## src/hdl/sha1bsh_pkg.sv

```systemverilog
// Package with the constants, codes and round functions of the SHA-1 stream hasher.
`timescale 1ns / 1ps

package sha1bsh_pkg;

   localparam int WORD_W       = 32;
   localparam int DIGEST_WORDS = 5;
   localparam int INDEX_W      = 3;
   localparam int ROUND_W      = 7;
   localparam int FILL_W       = 6;
   localparam int LEN_W        = 64;

   localparam logic [INDEX_W-1:0] LAST_INDEX = 3'd4;
   localparam logic [ROUND_W-1:0] LAST_ROUND = 7'd79;
   localparam logic [FILL_W-1:0]  FILL_LAST  = 6'd63;
   localparam logic [FILL_W-1:0]  FILL_LEN   = 6'd56;
   localparam logic [7:0]         PAD_MARK   = 8'h80;

   localparam logic [1:0] ACT_APPEND        = 2'd0;
   localparam logic [1:0] ACT_APPEND_FINISH = 2'd1;
   localparam logic [1:0] ACT_FINISH        = 2'd2;

   function automatic logic [WORD_W-1:0] init_word(input logic [INDEX_W-1:0] idx);
      logic [WORD_W-1:0] v;
      case (idx)
         3'd0:    v = 32'h67452301;
         3'd1:    v = 32'hEFCDAB89;
         3'd2:    v = 32'h98BADCFE;
         3'd3:    v = 32'h10325476;
         default: v = 32'hC3D2E1F0;
      endcase
      return v;
   endfunction

   function automatic logic [WORD_W-1:0] round_k(input logic [ROUND_W-1:0] rnd);
      logic [WORD_W-1:0] k;
      if (rnd < 7'd20) begin
         k = 32'h5A827999;
      end else if (rnd < 7'd40) begin
         k = 32'h6ED9EBA1;
      end else if (rnd < 7'd60) begin
         k = 32'h8F1BBCDC;
      end else begin
         k = 32'hCA62C1D6;
      end
      return k;
   endfunction

   function automatic logic [WORD_W-1:0] round_f(input logic [ROUND_W-1:0] rnd,
                                                 input logic [WORD_W-1:0] b,
                                                 input logic [WORD_W-1:0] c,
                                                 input logic [WORD_W-1:0] d);
      logic [WORD_W-1:0] f;
      if (rnd < 7'd20) begin
         f = (b & c) | (~b & d);
      end else if ((rnd >= 7'd40) && (rnd < 7'd60)) begin
         f = (b & c) | (b & d) | (c & d);
      end else begin
         f = b ^ c ^ d;
      end
      return f;
   endfunction

endpackage

```

## src/hdl/sha1_byte_stream_hasher_top.sv

```systemverilog
// SHA-1 byte stream hasher: byte intake, padding sequencer and one shared round unit.
`timescale 1ns / 1ps

// Message bytes are taken one per transaction into a 512-bit block shift register. The
// 64th byte of a block starts the compression: the round unit does one of the 80
// rounds per cycle, and a fold step then adds the result into the chaining words. A
// finish pushes the 0x80 marker, zero fill and the 64-bit big-endian length one byte a
// cycle through the same intake path, with a second compression when fewer than nine
// bytes are left, runs the last compression, and then offers the five digest words,
// one per transaction, index 0 first. The block takes no new byte while it
// compresses, pads or presents the digest; after the fifth word it is ready for the
// next message.
module sha1_byte_stream_hasher_top
   import sha1bsh_pkg::*;
(
   input  logic                clock,
   input  logic                reset,
   input  logic                req_valid,
   output logic                req_ready,
   input  logic [1:0]          req_action,
   input  logic [7:0]          req_data_byte,
   output logic                rsp_valid,
   input  logic                rsp_ready,
   output logic [WORD_W-1:0]   rsp_digest_word,
   output logic [INDEX_W-1:0]  rsp_word_index,
   output logic                rsp_last_word
);

   typedef enum logic [2:0] {ST_IDLE, ST_ROUND, ST_FOLD, ST_PAD, ST_EMIT} state_type;

   state_type            state_ff, state_in;
   logic [511:0]         blk_ff, blk_in;
   logic [WORD_W-1:0]    h_ff [DIGEST_WORDS];
   logic [WORD_W-1:0]    h_in [DIGEST_WORDS];
   logic [WORD_W-1:0]    a_ff, b_ff, c_ff, d_ff, e_ff;
   logic [WORD_W-1:0]    a_in, b_in, c_in, d_in, e_in;
   logic [FILL_W-1:0]    fill_ff, fill_in;
   logic [LEN_W-1:0]     bit_total_ff, bit_total_in;
   logic [ROUND_W-1:0]   rnd_ff, rnd_in;
   logic [INDEX_W-1:0]   idx_ff, idx_in;
   logic                 finish_ff, finish_in;
   logic                 mark_ff, mark_in;
   logic                 pad_len_ff, pad_len_in;

   logic                 push_en;
   logic [7:0]           push_byte;
   logic                 len_now;
   logic [7:0]           len_byte;
   logic [7:0]           pad_byte;
   logic [WORD_W-1:0]    sched_mix;
   logic [WORD_W-1:0]    sched_word;
   logic [WORD_W-1:0]    round_sum;

   assign req_ready       = (state_ff == ST_IDLE);
   assign rsp_valid       = (state_ff == ST_EMIT);
   assign rsp_digest_word = h_ff[idx_ff];
   assign rsp_word_index  = idx_ff;
   assign rsp_last_word   = (idx_ff == LAST_INDEX);

   // The schedule word for round t+16 comes from the taps t+13, t+8, t+2 and t.
   assign sched_mix  = blk_ff[95:64] ^ blk_ff[255:224] ^ blk_ff[447:416] ^ blk_ff[511:480];
   assign sched_word = {sched_mix[WORD_W-2:0], sched_mix[WORD_W-1]};
   assign round_sum  = {a_ff[WORD_W-6:0], a_ff[WORD_W-1:WORD_W-5]}
                       + round_f(rnd_ff, b_ff, c_ff, d_ff) + e_ff
                       + blk_ff[511:480] + round_k(rnd_ff);

   // The length bytes fill positions 56 to 63 of the last block, most significant first.
   assign len_now  = pad_len_ff | (mark_ff & (fill_ff == FILL_LEN));
   assign len_byte = 8'(bit_total_ff >> {~fill_ff[2:0], 3'b000});
   assign pad_byte = len_now ? len_byte : (mark_ff ? 8'h00 : PAD_MARK);

   always_comb begin
      state_in     = state_ff;
      blk_in       = blk_ff;
      h_in         = h_ff;
      a_in         = a_ff;
      b_in         = b_ff;
      c_in         = c_ff;
      d_in         = d_ff;
      e_in         = e_ff;
      fill_in      = fill_ff;
      bit_total_in = bit_total_ff;
      rnd_in       = rnd_ff;
      idx_in       = idx_ff;
      finish_in    = finish_ff;
      mark_in      = mark_ff;
      pad_len_in   = pad_len_ff;
      push_en      = 1'b0;
      push_byte    = req_data_byte;

      case (state_ff)
         ST_IDLE: begin
            if (req_valid) begin
               case (req_action)
                  ACT_APPEND, ACT_APPEND_FINISH: begin
                     push_en      = 1'b1;
                     bit_total_in = bit_total_ff + LEN_W'(8);
                     finish_in    = (req_action == ACT_APPEND_FINISH);
                     if ((fill_ff != FILL_LAST) && (req_action == ACT_APPEND_FINISH)) begin
                        state_in = ST_PAD;
                     end
                  end
                  ACT_FINISH: begin
                     finish_in = 1'b1;
                     state_in  = ST_PAD;
                  end
                  default: begin
                  end
               endcase
            end
         end
         ST_PAD: begin
            push_en    = 1'b1;
            push_byte  = pad_byte;
            mark_in    = 1'b1;
            pad_len_in = len_now;
         end
         ST_ROUND: begin
            a_in   = round_sum;
            b_in   = a_ff;
            c_in   = {b_ff[1:0], b_ff[WORD_W-1:2]};
            d_in   = c_ff;
            e_in   = d_ff;
            blk_in = {blk_ff[479:0], sched_word};
            rnd_in = rnd_ff + ROUND_W'(1);
            if (rnd_ff == LAST_ROUND) begin
               state_in = ST_FOLD;
            end
         end
         ST_FOLD: begin
            h_in[0] = h_ff[0] + a_ff;
            h_in[1] = h_ff[1] + b_ff;
            h_in[2] = h_ff[2] + c_ff;
            h_in[3] = h_ff[3] + d_ff;
            h_in[4] = h_ff[4] + e_ff;
            if (!finish_ff) begin
               state_in = ST_IDLE;
            end else if (pad_len_ff) begin
               state_in = ST_EMIT;
            end else begin
               state_in = ST_PAD;
            end
         end
         ST_EMIT: begin
            if (rsp_ready) begin
               if (idx_ff == LAST_INDEX) begin
                  for (int k = 0; k < DIGEST_WORDS; k++) begin
                     h_in[k] = init_word(INDEX_W'(k));
                  end
                  bit_total_in = '0;
                  finish_in    = 1'b0;
                  mark_in      = 1'b0;
                  pad_len_in   = 1'b0;
                  idx_in       = '0;
                  state_in     = ST_IDLE;
               end else begin
                  idx_in = idx_ff + INDEX_W'(1);
               end
            end
         end
         default: begin
            state_in = ST_IDLE;
         end
      endcase

      // A byte shifts in at the bottom; the 64th byte of a block starts the rounds.
      if (push_en) begin
         blk_in  = {blk_ff[503:0], push_byte};
         fill_in = fill_ff + FILL_W'(1);
         if (fill_ff == FILL_LAST) begin
            a_in     = h_ff[0];
            b_in     = h_ff[1];
            c_in     = h_ff[2];
            d_in     = h_ff[3];
            e_in     = h_ff[4];
            rnd_in   = '0;
            state_in = ST_ROUND;
         end
      end
   end

   always_ff @(posedge clock) begin
      blk_ff <= blk_in;
      a_ff   <= a_in;
      b_ff   <= b_in;
      c_ff   <= c_in;
      d_ff   <= d_in;
      e_ff   <= e_in;
      if (reset) begin
         state_ff     <= ST_IDLE;
         for (int k = 0; k < DIGEST_WORDS; k++) begin
            h_ff[k] <= init_word(INDEX_W'(k));
         end
         fill_ff      <= '0;
         bit_total_ff <= '0;
         rnd_ff       <= '0;
         idx_ff       <= '0;
         finish_ff    <= 1'b0;
         mark_ff      <= 1'b0;
         pad_len_ff   <= 1'b0;
      end else begin
         state_ff     <= state_in;
         h_ff         <= h_in;
         fill_ff      <= fill_in;
         bit_total_ff <= bit_total_in;
         rnd_ff       <= rnd_in;
         idx_ff       <= idx_in;
         finish_ff    <= finish_in;
         mark_ff      <= mark_in;
         pad_len_ff   <= pad_len_in;
      end
   end

endmodule

```

## config.mk

```make
export PLATFORM = sky130hd
export DESIGN_NAME = sha1_byte_stream_hasher_top
export DESIGN_NICKNAME = d
export VERILOG_FILES = /design/src/hdl/sha1bsh_pkg.sv /design/src/hdl/sha1_byte_stream_hasher_top.sv
export SDC_FILE = /design/constraint.sdc
export NUM_CORES = 2
export LEC_CHECK = 0
export BUFFER_PORTS_ARGS = -buffer_cell sky130_fd_sc_hd__clkbuf_2
export CAP_MARGIN = 10
export CORE_UTILIZATION = 45
export CTS_CLUSTER_DIAMETER = 40
export DETAILED_ROUTE_END_ITERATION = 6
export SYNTH_ARGS = -nofsm -noshare
export SYNTH_HDL_FRONTEND = slang
export SYNTH_SLANG_ARGS = --single-unit
```

## constraint.sdc

```tcl
create_clock -name clock -period 32.8 [get_ports clock]
set_input_delay 1.64 -clock clock [delete_from_list [all_inputs] [get_ports clock]]
set_output_delay 1.64 -clock clock [all_outputs]
set_load 0.05 [all_outputs]
```

-- Word level (Yosys, flattened, before mapping)
Index checks and enable logic that the tools add are counted.
- register bits: 918
- latch bits: 0
- bits in writable memories: 0
- bits in read-only memories: 0
- memories kept: 0
- add/subtract/negate cells: 13
- $mul: 0
- div/mod/pow operators: 0
- $lt $le $gt $ge: 5
- equal/unequal tests: 16
- shifts and indexed selects: 1
- multiplexer cells: 61
- bitwise gates (word level): 17
- reduce and logical (&&, ||, !) cells: 14
- operator list (kind ; count):
    2-to-1 mux 512 bit ; 2
    2-to-1 mux 32 bit ; 21
    2-to-1 mux 160 bit ; 2
    case mux 160 bit (2 select lines) ; 1
    adder 32 bit ; 9
    2-to-1 mux 64 bit ; 4
    XOR 32 bit ; 5
    AND 32 bit ; 4
    case mux 64 bit (2 select lines) ; 1
    binary-select mux 32 bit (select 3 bit) ; 1
    bitwise OR 32 bit ; 3
    adder 64 x 4 -> 64 bit (second input constant) ; 1
    >> shifter 64 x 6 -> 8 bit ; 1
    inverter 32 bit ; 1
    2-to-1 mux 31 bit ; 1
    2-to-1 mux 3 bit ; 10
    2-to-1 mux 8 bit ; 3
    2-to-1 mux 7 bit ; 3
    case mux 3 bit (5 select lines) ; 1
    < comparator 7 x 6 -> 1 bit (second input constant) ; 2
    equality test 6 bit (second input constant) ; 2
    case mux 1 bit (2 select lines) ; 5
    AND reduction 5 bit ; 2
    nonzero test 2 bit ; 4
    other kinds (28) ; 38

-- Depth between registers and ports, before layout
- word-level depth: 12
- depth in mapped cells: 24
- depth with buffers taken out: 23

-- Worst setup path after synthesis
OpenSTA, ideal clock, no wires.
- kind: input-to-reg
- start point: input port req_valid
- end point: register blk_ff[0] (enable)
- library setup time: 1.398 ns
- arrival: 23.089 ns
- data required time: 31.402 ns
- path slack: 8.313 ns
- stages on the path: 3
- path buffers: 0
- cells stage by stage: nor2b_1 a21oi_1 nor2_1
- word-level cells in the longest chain between the ends: 3
- ends and longest elaborated chain (element ; line ; source):
    start: declaration ; sha1_byte_stream_hasher_top.sv:18 ; input logic req_valid,
    2-to-1 mux 1 bit ; sha1_byte_stream_hasher_top.sv:93 ; if (req_valid) begin
    case mux 1 bit (2 select lines) ; sha1_byte_stream_hasher_top.sv:91 ; case (state_ff)
    nonzero test 2 bit (no source line) ; n/a ;
    end signal: assignment ; sha1_byte_stream_hasher_top.sv:183 ; blk_ff <= blk_in;
    end: declaration ; sha1_byte_stream_hasher_top.sv:32 ; logic [511:0] blk_ff, blk_in;
No other way between the ends.
A chain may end at the register's enable or synchronous reset.

-- Final worst setup path
- start point: register rnd_ff[5]
- end point: register a_ff[31]
- word-level cells in the longest chain between the ends: 11
- ends and longest elaborated chain (element ; line ; source):
    start: declaration ; sha1_byte_stream_hasher_top.sv:39 ; logic [ROUND_W-1:0] rnd_ff, rnd_in;
    start signal: assignment ; sha1_byte_stream_hasher_top.sv:206 ; rnd_ff <= rnd_in;
    >= comparator 7 x 6 -> 1 bit / < comparator 7 x 6 -> 1 bit (equally long branches) ; sha1bsh_pkg.sv:56, sha1bsh_pkg.sv:41 ;
    logical AND 1 bit ; sha1bsh_pkg.sv:56 ; end else if ((rnd >= 7'd40) && (rnd < 7'd60)) begin
    2-to-1 mux 32 bit ; sha1bsh_pkg.sv:56 ;
    2-to-1 mux 32 bit ; sha1bsh_pkg.sv:54 ; if (rnd < 7'd20) begin
    adder 32 bit (2 in a row) ; sha1_byte_stream_hasher_top.sv:64 ; + round_f(rnd_ff, b_ff, c_ff, d_ff) + e_ff
    adder 32 bit ; sha1_byte_stream_hasher_top.sv:65 ; + blk_ff[511:480] + round_k(rnd_ff);
    adder 32 bit * ; sha1_byte_stream_hasher_top.sv:65 ;
    2-to-1 mux 32 bit * ; sha1_byte_stream_hasher_top.sv:91 ;
    2-to-1 mux 32 bit ; sha1_byte_stream_hasher_top.sv:170 ; if (fill_ff == FILL_LAST) begin
    2-to-1 mux 32 bit * ; sha1_byte_stream_hasher_top.sv:167 ; if (push_en) begin
    via a_in[31] ; sha1_byte_stream_hasher_top.sv:36 ; logic [WORD_W-1:0] a_in, b_in, c_in, d_in, e_in;
    end signal: assignment ; sha1_byte_stream_hasher_top.sv:184 ; a_ff <= a_in;
    end: declaration ; sha1_byte_stream_hasher_top.sv:35 ; logic [WORD_W-1:0] a_ff, b_ff, c_ff, d_ff, e_ff;
Mark *: on every way through the listed nets, which the timed path passes. The rest lies on a longest branch.

==> summary.md <==
| Metric | Value |
|---|---|
| Power, Total | `6.34 mW` |
| Worst slew pin tran | `1420 ps` |
| Worst-case hold path end point | `finish_ff$_SDFFE_PP0P_` |
| Outcome | `complete, but fails checks` |
| Max Fclk | `146 MHz` |
| Die boundary height | `342 um` |
| Number of antenna violations at the first check in global routing | `0` |
| TritonCTS clock tree | `yes` |
| Setup repair after global routing missed its margin | `no` |
| Most used flip-flop cell after synthesis | `edfxtp_1` |
| Total setup violations reported at the end of the flow | `0` |
| CP dominant cell by count | `inv_1` |
| CTS Root Cell | `clkbuf_16` |
| Data arrival, critical path | `between 7000 and 8000 ps` |
| Routed len/inst | `~22 um` |
| Die extent in x | `342 um` |
| Number of maximum-capacitance constraint violations | `0` |
| Number of optimization iterations in the first detailed-route pass | `7` |
| Classification of the worst setup path | `flip-flop to flip-flop` |
| Clock edge transition at the registers on the reported setup and hold paths | `~60 ps` |
| Launching element type of the critical path | `flip-flop` |
| Port bufs | `51` |
| Global route total overflow | `0` |
| Number of DRC violations after detailed routing | `9` |
| Violations in the final reports | `design-rule violations` |
| Final max-slew violation count | `0` |
| # hold bufs at CTS | `0` |
| Placement row count | `124` |
| Number of hold violations in the final report | `0` |
| Final-layout setup total negative slack | `0 ps` |
| Mean cell area of the mapped netlist | `10.6 um^2` |
| Syn Inst Count | `between 4000 and 5000` |
| H-tree lvl count | `4` |
| Antenna violation net count after detailed routing | `0` |
| Minimum clock period after layout | `6870 ps` |
| Core Util, Final | `0.515` |
| Yosys warning total | `0` |
| Worst setup slack for register-to-register paths | `25930 ps` |
| Total instance count after detailed placement | `6289` |
| Core area | `0.115 mm^2` |
| Insertion delay to the later sink of the worst-skew pair | `800 ps` |
| Final Wtd Congestion | `roughly 0.92` |
| Global-route wire length before repair | `between 200000 and 250000 um` |
| Least setup slack across all paths after layout | `25930 ps` |
| Routed via count | `37252` |
| Worst r2r src | `rnd_ff[5]$_SDFF_PP0_` |
| Deepest clock path buffer count | `3` |
| Cell depth of the worst min-delay path | `2` |
| CP max stage cell | `inv_1` |
| Final worst clock skew | `54.7 ps` |
| Classification of the worst-slack hold path | `flip-flop to flip-flop` |
| Non-filler cells, final | `6560` |
| Clock Sink Count | `915` |
| Worst setup slack before clock tree synthesis | `between 20000 and 30000 ps` |
| Worst vdd ir | `108 uV` |
| Slew Limit Headroom | `0.0555` |
| Final wirelength | `between 100000 and 150000 um` |
| Minimum hold slack | `roughly 470 ps` |
| Placed cell areas | `0.0538 mm^2` |
| Area Overhead vs Synth | `13.1%` |
| Largest stage delay, worst path | `680 ps` |
| HPWL Detailed | `around 99000 um` |
| Required time at the endpoint of the critical path | `33430 ps` |
| Areal power density over the cells | `108 mW/mm^2` |
| Pin count of the biggest net entering global routing | `211` |
| Dominant cells by area after synthesis | `edfxtp_1 (30%), dfxtp_1 (15%), mux2_2 (10%)` |
| Area share of the leading cell type in the synthesized netlist | `0.295` |
| Number of buffers inserted during clock tree synthesis | `146` |
| Cell area after layout | `0.0589 mm^2` |
| Total number of nets in the final design | `5267` |
| Avg Vias per Cell | `about 5.7` |
| Initial standard-cell utilization of the core | `0.455` |
| Pleak | `between 20 and 25 nW` |
| Library cell with the largest summed area after synthesis | `edfxtp_1` |
| Diodes inserted | `0` |
| Final critical-path share of the clock period | `0.209` |
| Total track usage | `0.241` |
| Async set-or-reset flop fraction in the synthesized netlist | `0` |
| Sequential share of the synthesized area | `0.450` |
| Fill cell instance count of the final layout | `10131` |
| Commonest cells in the netlist | `edfxtp_1 (512), nand2_1 (497), mux2_2 (485), dfxtp_1 (403), nor2_1 (401)` |
| Fraction of layout cells with a size suffix above 1 | `0.185` |
| Setup repair bufs after CTS | `0` |
| DIE AREA | `between 0.1 and 0.15 mm^2` |
| Distinct cells, synth | `98` |
| Endpoint of the worst-slack reg-to-reg timing path | `a_ff[31]$_DFF_P_` |
| Count of cells along the worst register-to-register path | `22` |
| Crit path max fanout | `21` |
| Startpoint of the worst hold path | `finish_ff$_SDFFE_PP0P_` |
| Count leader, synth | `edfxtp_1` |
| Cell area after technology mapping | `approximately 0.052 mm^2` |
| Drt initial violations | `3366` |
| Number of ports placed on the die boundary | `52` |
| Number of synthesized flops with an enable pin | `a little over 500` |
| Cell-by-cell listing of the critical path | `a41oi_1 -> nand2_1 -> inv_1 -> nor2_1 -> inv_1 -> o221ai_1 -> fa_1 -> fa_1 -> inv_1 -> ha_1 -> inv_1 -> fa_1 -> nor2b_2 -> o31ai_2 -> nor4b_4 -> o31a_1 -> o41ai_4 -> a41oi_2 -> a211oi_2 -> o221ai_1 -> xnor2_1 -> o21ai_1` |
| Number of gates resized after CTS | `0` |
| Via count of the first global-routing pass | `36278` |
| Post-Synthesis Net Count | `5256` |
| CP endpoint kind | `flip-flop` |
| Post-synthesis register bit count | `915` |
## registers in the layout, indices dropped and copies added (netlist names), 6 cells and up
name	flops
b_ff	32
a_ff	32
c_ff	32
e_ff	32
bit_total_ff	61
fill_ff	6
rnd_ff	7
blk_ff	512
h_ff	160
d_ff	32
## cell type report
class,count,area (um^2),share of cell area
multi-input combinational,3480,26700,0.454
clock inverter,101,1300,0.0221
inverter,288,1080,0.0183
clock buffer,170,3840,0.0652
sequential,915,23400,0.398
tap,1512,1890,0.0321
timing repair buffer,94,631,0.0107
## worst max-delay path by stage
stage / from / to / slack (ps)
final: rnd_ff[5]$_SDFF_PP0_ / a_ff[31]$_DFF_P_ / 25930
after global routing: rnd_ff[4]$_SDFF_PP0_ / a_ff[31]$_DFF_P_ / 25360
after CTS: rnd_ff[5]$_SDFF_PP0_ / a_ff[31]$_DFF_P_ / 25960
after detailed placement: rnd_ff[5]$_SDFF_PP0_ / a_ff[31]$_DFF_P_ / 25950
after global placement: rnd_ff[5]$_SDFF_PP0_ / a_ff[31]$_DFF_P_ / 26060
after floorplan: req_valid / blk_ff[0]$_DFFE_PP_ / 8310
## critical path, delay by kind of cell (launching register included)
family | cells | cell delay, ps
buffers and inverters | 4 | 1360
AOI/OAI and AO/OA | 9 | 2680
xor gates and xnor gates | 1 | 180
DFF | 1 | 360
and+or+nand+nor | 4 | 610
adders and majority gates | 4 | 1540
## report_power, final
group,switching [mW],leakage [nW],internal [mW],total (mW)
Sequential,0.264,8.16,1.44,1.70
Combinational,1.71,12.0,1.32,3.03
Clock,0.620,2.47,0.989,1.61
Total,2.60,22.6,3.75,6.34
## layer usage
layer / up-vias / part of all wire / GRT usage
met5: - / 0 / 0
met4: 0 / 0.027 / 0.0799
met3: 214 / 0.058 / 0.0401
met2: 1076 / 0.46 / 0.384
met1: 18267 / 0.45 / 0.334
li1: 17695 / - / -
## kinds of logic after synthesis
logic type               after synthesis  synth area share
AND/OR/NAND/NOR                     1244             0.106
flip-flops                           915             0.450
adder cells (fa/ha/maj)              328            0.0968
buffers and inverters                519            0.0382
AO/OA/AOI/OAI                       1025             0.124
XOR/XNOR                             309            0.0520
multiplexers                         574             0.133
## cells in the final DEF (no fill, tap or decap), types with 49 or more instances in the layout
| master | instances |
|---|---|
| edfxtp_1 | 512 |
| xnor2_1 | 203 |
| dfxtp_1 | 401 |
| a21o_1 | 81 |
| fa_1 | 125 |
| o22ai_1 | 49 |
| nand3_1 | 56 |
| clkbuf_2 | 50 |
| a31oi_1 | 120 |
| ha_1 | 203 |
| nand2_1 | 497 |
| o21ai_0 | 212 |
| nor2_1 | 398 |
| a21oi_1 | 273 |
| clkbuf_16 | 147 |
| nand2b_1 | 72 |
| inv_1 | 288 |
| xor2_1 | 106 |
| mux2_2 | 485 |
Power figures use the tool's default switching activity.
